===== src/design/lzwc_pkg.sv =====
// ----------------------------------------------------------------------------
// lzwc_pkg: shared types and constants for the window copy decoder
// Holds the command/status structs between controller and datapath, and the
// offset-class functions that rebuild a 12-bit match distance.
// ----------------------------------------------------------------------------
`default_nettype none

package lzwc_pkg;

   localparam int unsigned WINDOW_AW = 12;

   localparam logic [WINDOW_AW:0] WINDOW_SIZE = 13'd4096;
   localparam logic [8:0]         LENGTH_BIAS = 9'd253;
   localparam logic [8:0]         RUN_LIMIT   = 9'd60;
   localparam logic [8:0]         LITERAL_END = 9'd256;
   localparam logic [7:0]         FILL_BYTE   = 8'h20;

   // Commands from the controller to the datapath.
   typedef struct packed {
      logic load;   // take the accepted word and set up its run
      logic rd;     // read the window at the current source index
      logic emit;   // produce one output byte and store it in the window
   } ctrl_cmd_type;

   // Status from the datapath to the controller.
   typedef struct packed {
      logic code_ok;     // incoming symbol is below the symbol count
      logic is_literal;  // incoming symbol is a literal byte
      logic last;        // the byte about to be produced ends the run
      logic out_free;    // the output register can take a byte this cycle
   } ctrl_status_type;

   // Number of extra offset bits that follow the first offset byte.
   function automatic logic [2:0] extra_count(input logic [7:0] b);
      logic [2:0] n;
      if (b < 8'h20)      n = 3'd1;
      else if (b < 8'h50) n = 3'd2;
      else if (b < 8'h90) n = 3'd3;
      else if (b < 8'hC0) n = 3'd4;
      else if (b < 8'hF0) n = 3'd5;
      else                n = 3'd6;
      return n;
   endfunction

   // Upper six distance bits, taken from the class of the first offset byte.
   function automatic logic [5:0] upper_modifier(input logic [7:0] b);
      logic [7:0] d;
      logic [5:0] m;
      d = 8'd0;
      if (b < 8'h20) begin
         m = 6'd0;
      end else if (b < 8'h50) begin
         d = b - 8'h20;
         m = 6'(d >> 4) + 6'd1;
      end else if (b < 8'h90) begin
         d = b - 8'h50;
         m = 6'(d >> 3) + 6'd4;
      end else if (b < 8'hC0) begin
         d = b - 8'h90;
         m = 6'(d >> 2) + 6'h0C;
      end else if (b < 8'hF0) begin
         d = b - 8'hC0;
         m = 6'(d >> 1) + 6'h18;
      end else begin
         d = b - 8'hC0;
         m = d[5:0];
      end
      return m;
   endfunction

   function automatic logic [WINDOW_AW-1:0] match_distance(input logic [7:0] first,
                                                           input logic [5:0] extra);
      logic [2:0]  n;
      logic [13:0] shifted;
      logic [5:0]  mask;
      logic [5:0]  low;
      n       = extra_count(first);
      shifted = {6'd0, first} << n;
      mask    = 6'((7'd1 << n) - 7'd1);
      low     = shifted[5:0] | (extra & mask);
      return {upper_modifier(first), low};
   endfunction

endpackage

`default_nettype wire


===== src/design/lzwc_ctrl.sv =====
// ----------------------------------------------------------------------------
// lzwc_ctrl: sequencer for the window copy decoder
// Accepts one word; a literal goes straight to its emit, a match alternates
// window reads and byte emits until the run is done, a bad symbol is dropped.
// ----------------------------------------------------------------------------
`default_nettype none

module lzwc_ctrl (
   input  wire logic                     clock,
   input  wire logic                     reset,
   input  wire logic                     req_tvalid,
   output logic                          req_tready,
   input  wire lzwc_pkg::ctrl_status_type status,
   output lzwc_pkg::ctrl_cmd_type        cmd
);

   localparam logic [1:0] ST_IDLE = 2'd0;
   localparam logic [1:0] ST_READ = 2'd1;
   localparam logic [1:0] ST_EMIT = 2'd2;

   logic [1:0] state_ff;
   logic [1:0] state_in;

   always_comb begin
      state_in   = state_ff;
      req_tready = 1'b0;
      cmd        = '0;
      case (state_ff)
         ST_IDLE: begin
            req_tready = 1'b1;
            if (req_tvalid) begin
               cmd.load = 1'b1;
               if (!status.code_ok) begin
                  state_in = ST_IDLE;
               end else if (status.is_literal) begin
                  state_in = ST_EMIT;
               end else begin
                  state_in = ST_READ;
               end
            end
         end
         ST_READ: begin
            cmd.rd   = 1'b1;
            state_in = ST_EMIT;
         end
         ST_EMIT: begin
            if (status.out_free) begin
               cmd.emit = 1'b1;
               state_in = status.last ? ST_IDLE : ST_READ;
            end
         end
         default: begin
            state_in = ST_IDLE;
         end
      endcase
   end

   always_ff @(posedge clock) begin
      if (reset) begin
         state_ff <= ST_IDLE;
      end else begin
         state_ff <= state_in;
      end
   end

endmodule

`default_nettype wire


===== config.mk =====
export PLATFORM = sky130hd
export DESIGN_NAME = lzwc_ctrl
export DESIGN_NICKNAME = d
export VERILOG_FILES = /design/src/design/lzwc_pkg.sv /design/src/design/lzwc_ctrl.sv
export SDC_FILE = /design/constraint.sdc
export NUM_CORES = 1
export LEC_CHECK = 0
export BUFFER_PORTS_ARGS = -buffer_cell sky130_fd_sc_hd__buf_4
export CORE_AREA = 5 5 42 44
export DETAILED_ROUTE_END_ITERATION = 8
export DIE_AREA = 0 0 47 49
export RECOVER_POWER = 100
export SYNTH_ARGS = -nofsm -noshare
export SYNTH_HDL_FRONTEND = slang
export SYNTH_SLANG_ARGS = --single-unit

===== constraint.sdc =====
create_clock -name clock -period 2 [get_ports clock]
set_input_delay 0.4 -clock clock [delete_from_list [all_inputs] [get_ports clock]]
set_output_delay 0.4 -clock clock [all_outputs]
set_load 0.005 [all_outputs]

* After elaboration in Yosys (flattened, before gate mapping)
Cells that the tools add are included.
** Cells by class
- Equal/unequal tests :: 4
- Muxes and demuxes :: 12
- Reduce and logical (&&, ||, !) cells :: 2
** Operator list (count)
- 2-bit two-way mux :: 4
- 1-bit two-way mux :: 7
- 2-bit case mux with 3 select lines :: 1
- 2-bit != test (second input constant) :: 2
- 2-bit by 1-bit == test with 1-bit output (second input constant) :: 1
- 2-bit == test (second input constant) :: 1
- 2-bit logical NOT :: 1
- 2-bit AND reduction :: 1
** Storage, ports and cells
- Input port bits :: 7
- Output and inout port bits :: 4
- Bits in registers :: 2
- Logic and storage cells :: 19

* Longest topological paths before layout
- Word-level depth :: 4
- Mapped depth :: 2
- Depth with buffers taken out :: 2

* Least setup slack after synthesis
OpenSTA, ideal clock, no wires.
- Kind :: register to output
- From :: register state_ff[1]
- To :: output cmd[2] (netlist bit)
- Stages on the path, launching flop included :: 3
- Required time :: 1600 ps
- Path buffers :: 0
- Arrival :: 653 ps
- Setup slack :: 947 ps
- Path through :: dfxtp_1 -> nor2_1 -> and2_1
** RTL lines
- start, declared :: line lzwc_ctrl.sv:21 : logic [1:0] state_ff;
- start signal, assigned :: line lzwc_ctrl.sv:62 : state_ff <= state_in;
- end, declared :: line lzwc_ctrl.sv:14 : output lzwc_pkg::ctrl_cmd_type cmd

==> out/qor.yml <==
detailed_routing:
  vias_per_cell: 3.39
  routedWlPerCell_um: 8.29
  drc: 0
  antenna_left: 0
  drtPass1Iterations: 1
  drt_iter0_markers: 0
  drt_wl_total_um: 340
  via_count: 139
cells_and_area:
  synthToLayoutAreaGrowth_pct: 93.8
  largest_register_ffs: 2
  utilization_pct: 16.6
  drive_above_1_share_pct: 60.0
  final_cell_mix: "7 x buf_4, 6 x clkbuf_4, 2 x a211oi_1, 2 x dfxtp_1"
  diodes: 0
  final_nets: 34
  fin_cells: 41
  largest_register: "state_ff"
  fillers: 170
  multiInputGateArea_um2: 75.1
  reg_top3: "state_ff: 2 flops"
  ff_latch_area_um2: 40.0
  final_common_cell: "buf_4"
die:
  ios: 11
  core_um2: 1400
  fp.dieH_um: 49
  die_w_um: 47
  rows: 14
  dieArea_um2: 2300
  start_util_pct: 8.57
grt:
  grt_pass1_wl_um: 565
  antenna_found_initial: 0
  grt_overflow: 0
  grtUsageTotal_pct: 4.08
  grt_pass1_vias: 157
  grt_max_degree: 7
synth:
  avgSynthCellArea_um2: 10.0
  ys_seq_elements: 2
  syn_nets: 19
  synth_top_area_share_pct: 33.3
  synth_top_cell_by_area: "dfxtp_1"
  synth_cell_types: 11
  ys_warn_count: 0
  synthCells: 12
  ys_seq_area_share_pct: 33.3
  synth_area_leaders: "dfxtp_1 33%, a211oi_2 10%, nand4bb_1 9.4%"
  syn_area_um2: 120
placed_design:
  portBuffers: 10
  dp.final_hpwl_um: 270
  place_congestion: 0.622
  dp_slack_ns: 0.776
  dpl.cell_count: 38
cts:
  cts.sinks: 2
  postCtsResizedCells: 0
  cts_inserted_buffers: 3
  htree_num_levels: 1
  clk_pin_slew_ns: 0.03
  cts-root-buf: "clkbuf_4"
  hold_buffers: 0
  cts_tree: "done"
  postCtsSetupRepairBufs: 0
  cts_max_path_buffers: 2
  clock_latency_ns: 0.23
setup_path:
  path_class: "flip-flop to output pin"
  end_kind: "output pin"
  cp-start-kind: "flip-flop"
  reg2reg_setup_slack_ns: 1.16
  arrival_ns: 1.00
  r2r-end: "state_ff[0]$_SDFFE_PP0P_"
  reg2reg_depth: 2
  crit_fanout: 6
  worst_ep_required_time_ns: 1.60
  crit_start: "state_ff[1]$_SDFFE_PP0P_"
  r2r_start: "state_ff[1]$_SDFFE_PP0P_"
  crit_slowest_cell: "dfxtp_1"
  worstPathCellList: "nor2_1, and2_0, buf_4"
  slowest_delay_ns: 0.33
pwr:
  p_per_area_nw_per_um2: 712
  power.leakage_nw: 0.101
  vdd_drop_max_v: 0.0000828
job:
  cap_violations: 0
sta:
  tightest_slew_ns: 0.180
  hold_viol_final: 0
  slew_violations: 0
  max_freq_mhz: 715
  finalSetupTns_ns: 0
  fin_ws_ns: 0.601
  post-route-min-period_ns: 1.40
  min_period_over_period_pct: 69.9
  rsz0062_at_grt: "no"
  slew-limit-headroom_pct: 87.9
  finalSetupViolations: 0
  skew_ns: 0.00286
run_status:
  outcome: "completed"
hold_path:
  hold_end: "state_ff[1]$_SDFFE_PP0P_"
  hold_depth: 2
  hp-class: "primary input to flip-flop"
  min-delay-start: "reset"
-- Yosys cell counts --
cell type and n:
nand4bb_1 1, a211oi_1 1, o21a_1 1, a211oi_2 1, and2b_2 1, nand3b_1 1, nand3_1 1, nor2_1 1
dfxtp_1 2, and3b_2 1, and2_1 1
-- how the worst max path moves through the flow --
stage | endpoint | slack [ns] | cells past startpoint
2_1_floorplan | cmd[2] | 0.95 | 2
3_3_place_gp | cmd[0] | 0.78 | 3
3_5_place_dp | cmd[0] | 0.78 | 3
4_1_cts | cmd[2] | 0.59 | 3
5_1_grt | cmd[2] | 0.49 | 3
6_report | cmd[2] | 0.60 | 3
-- power by group --
| part | leakage, nW | internal (mW) | switching, mW |
|---|---|---|---|
| combinational | 0.0709 | 0.0203 | 0.00953 |
| clock | 0.0138 | 0.0663 | 0.0240 |
| sequential | 0.0164 | 0.0428 | 0.00283 |
| total | 0.101 | 0.129 | 0.0363 |
-- cell type report --
type	count	share of cell area [%]
Sequential cell	2	17.2
Timing Repair Buffer	10	32.3
Tap cell	16	8.60
Clock buffer	3	9.68
Multi-Input combinational cell	10	32.3
-- kinds of logic (layout without fill, tap and decap cells) --
| kind of cell | Yosys count | in the layout | share of synthesized area (%) |
|---|---|---|---|
| AND/OR/NAND/NOR | 7 | 7 | 43.7 |
| AO/OA/AOI/OAI | 3 | 3 | 22.9 |
| flip-flops | 2 | 2 | 33.3 |
| buffers and inverters | 0 | 13 | 0 |
-- per-stage QoR --
step | hold WS (ns) | power (mW) | instance area (µm²)
finish | 0.343 | 0.166 | 233
CTS | 0.333 | 0.175 | 238
global placement | 0.492 | 0.0778 | 215
floorplan | 0.454 | 0.0569 | 120
global route | 0.338 | 0.184 | 233
detailed placement | 0.486 | 0.0777 | 215
-- worst max-delay path, delay by kind of cell (launching register included) --
kind / cells / cell delay (ns)
flip-flops: 1 / 0.33
AND/OR/NAND/NOR: 2 / 0.34
buffers and inverters: 1 / 0.10
-- routing by layer --
layer  wire length, µm  up-vias  track usage, %
met5                 0        -               0
li1                  -       72               -
met3                35        2            1.11
met1               112       58            3.50
met2               176        7            4.75
met4                15        0            8.29
Note: power is estimated with default switching activity, not from simulation.
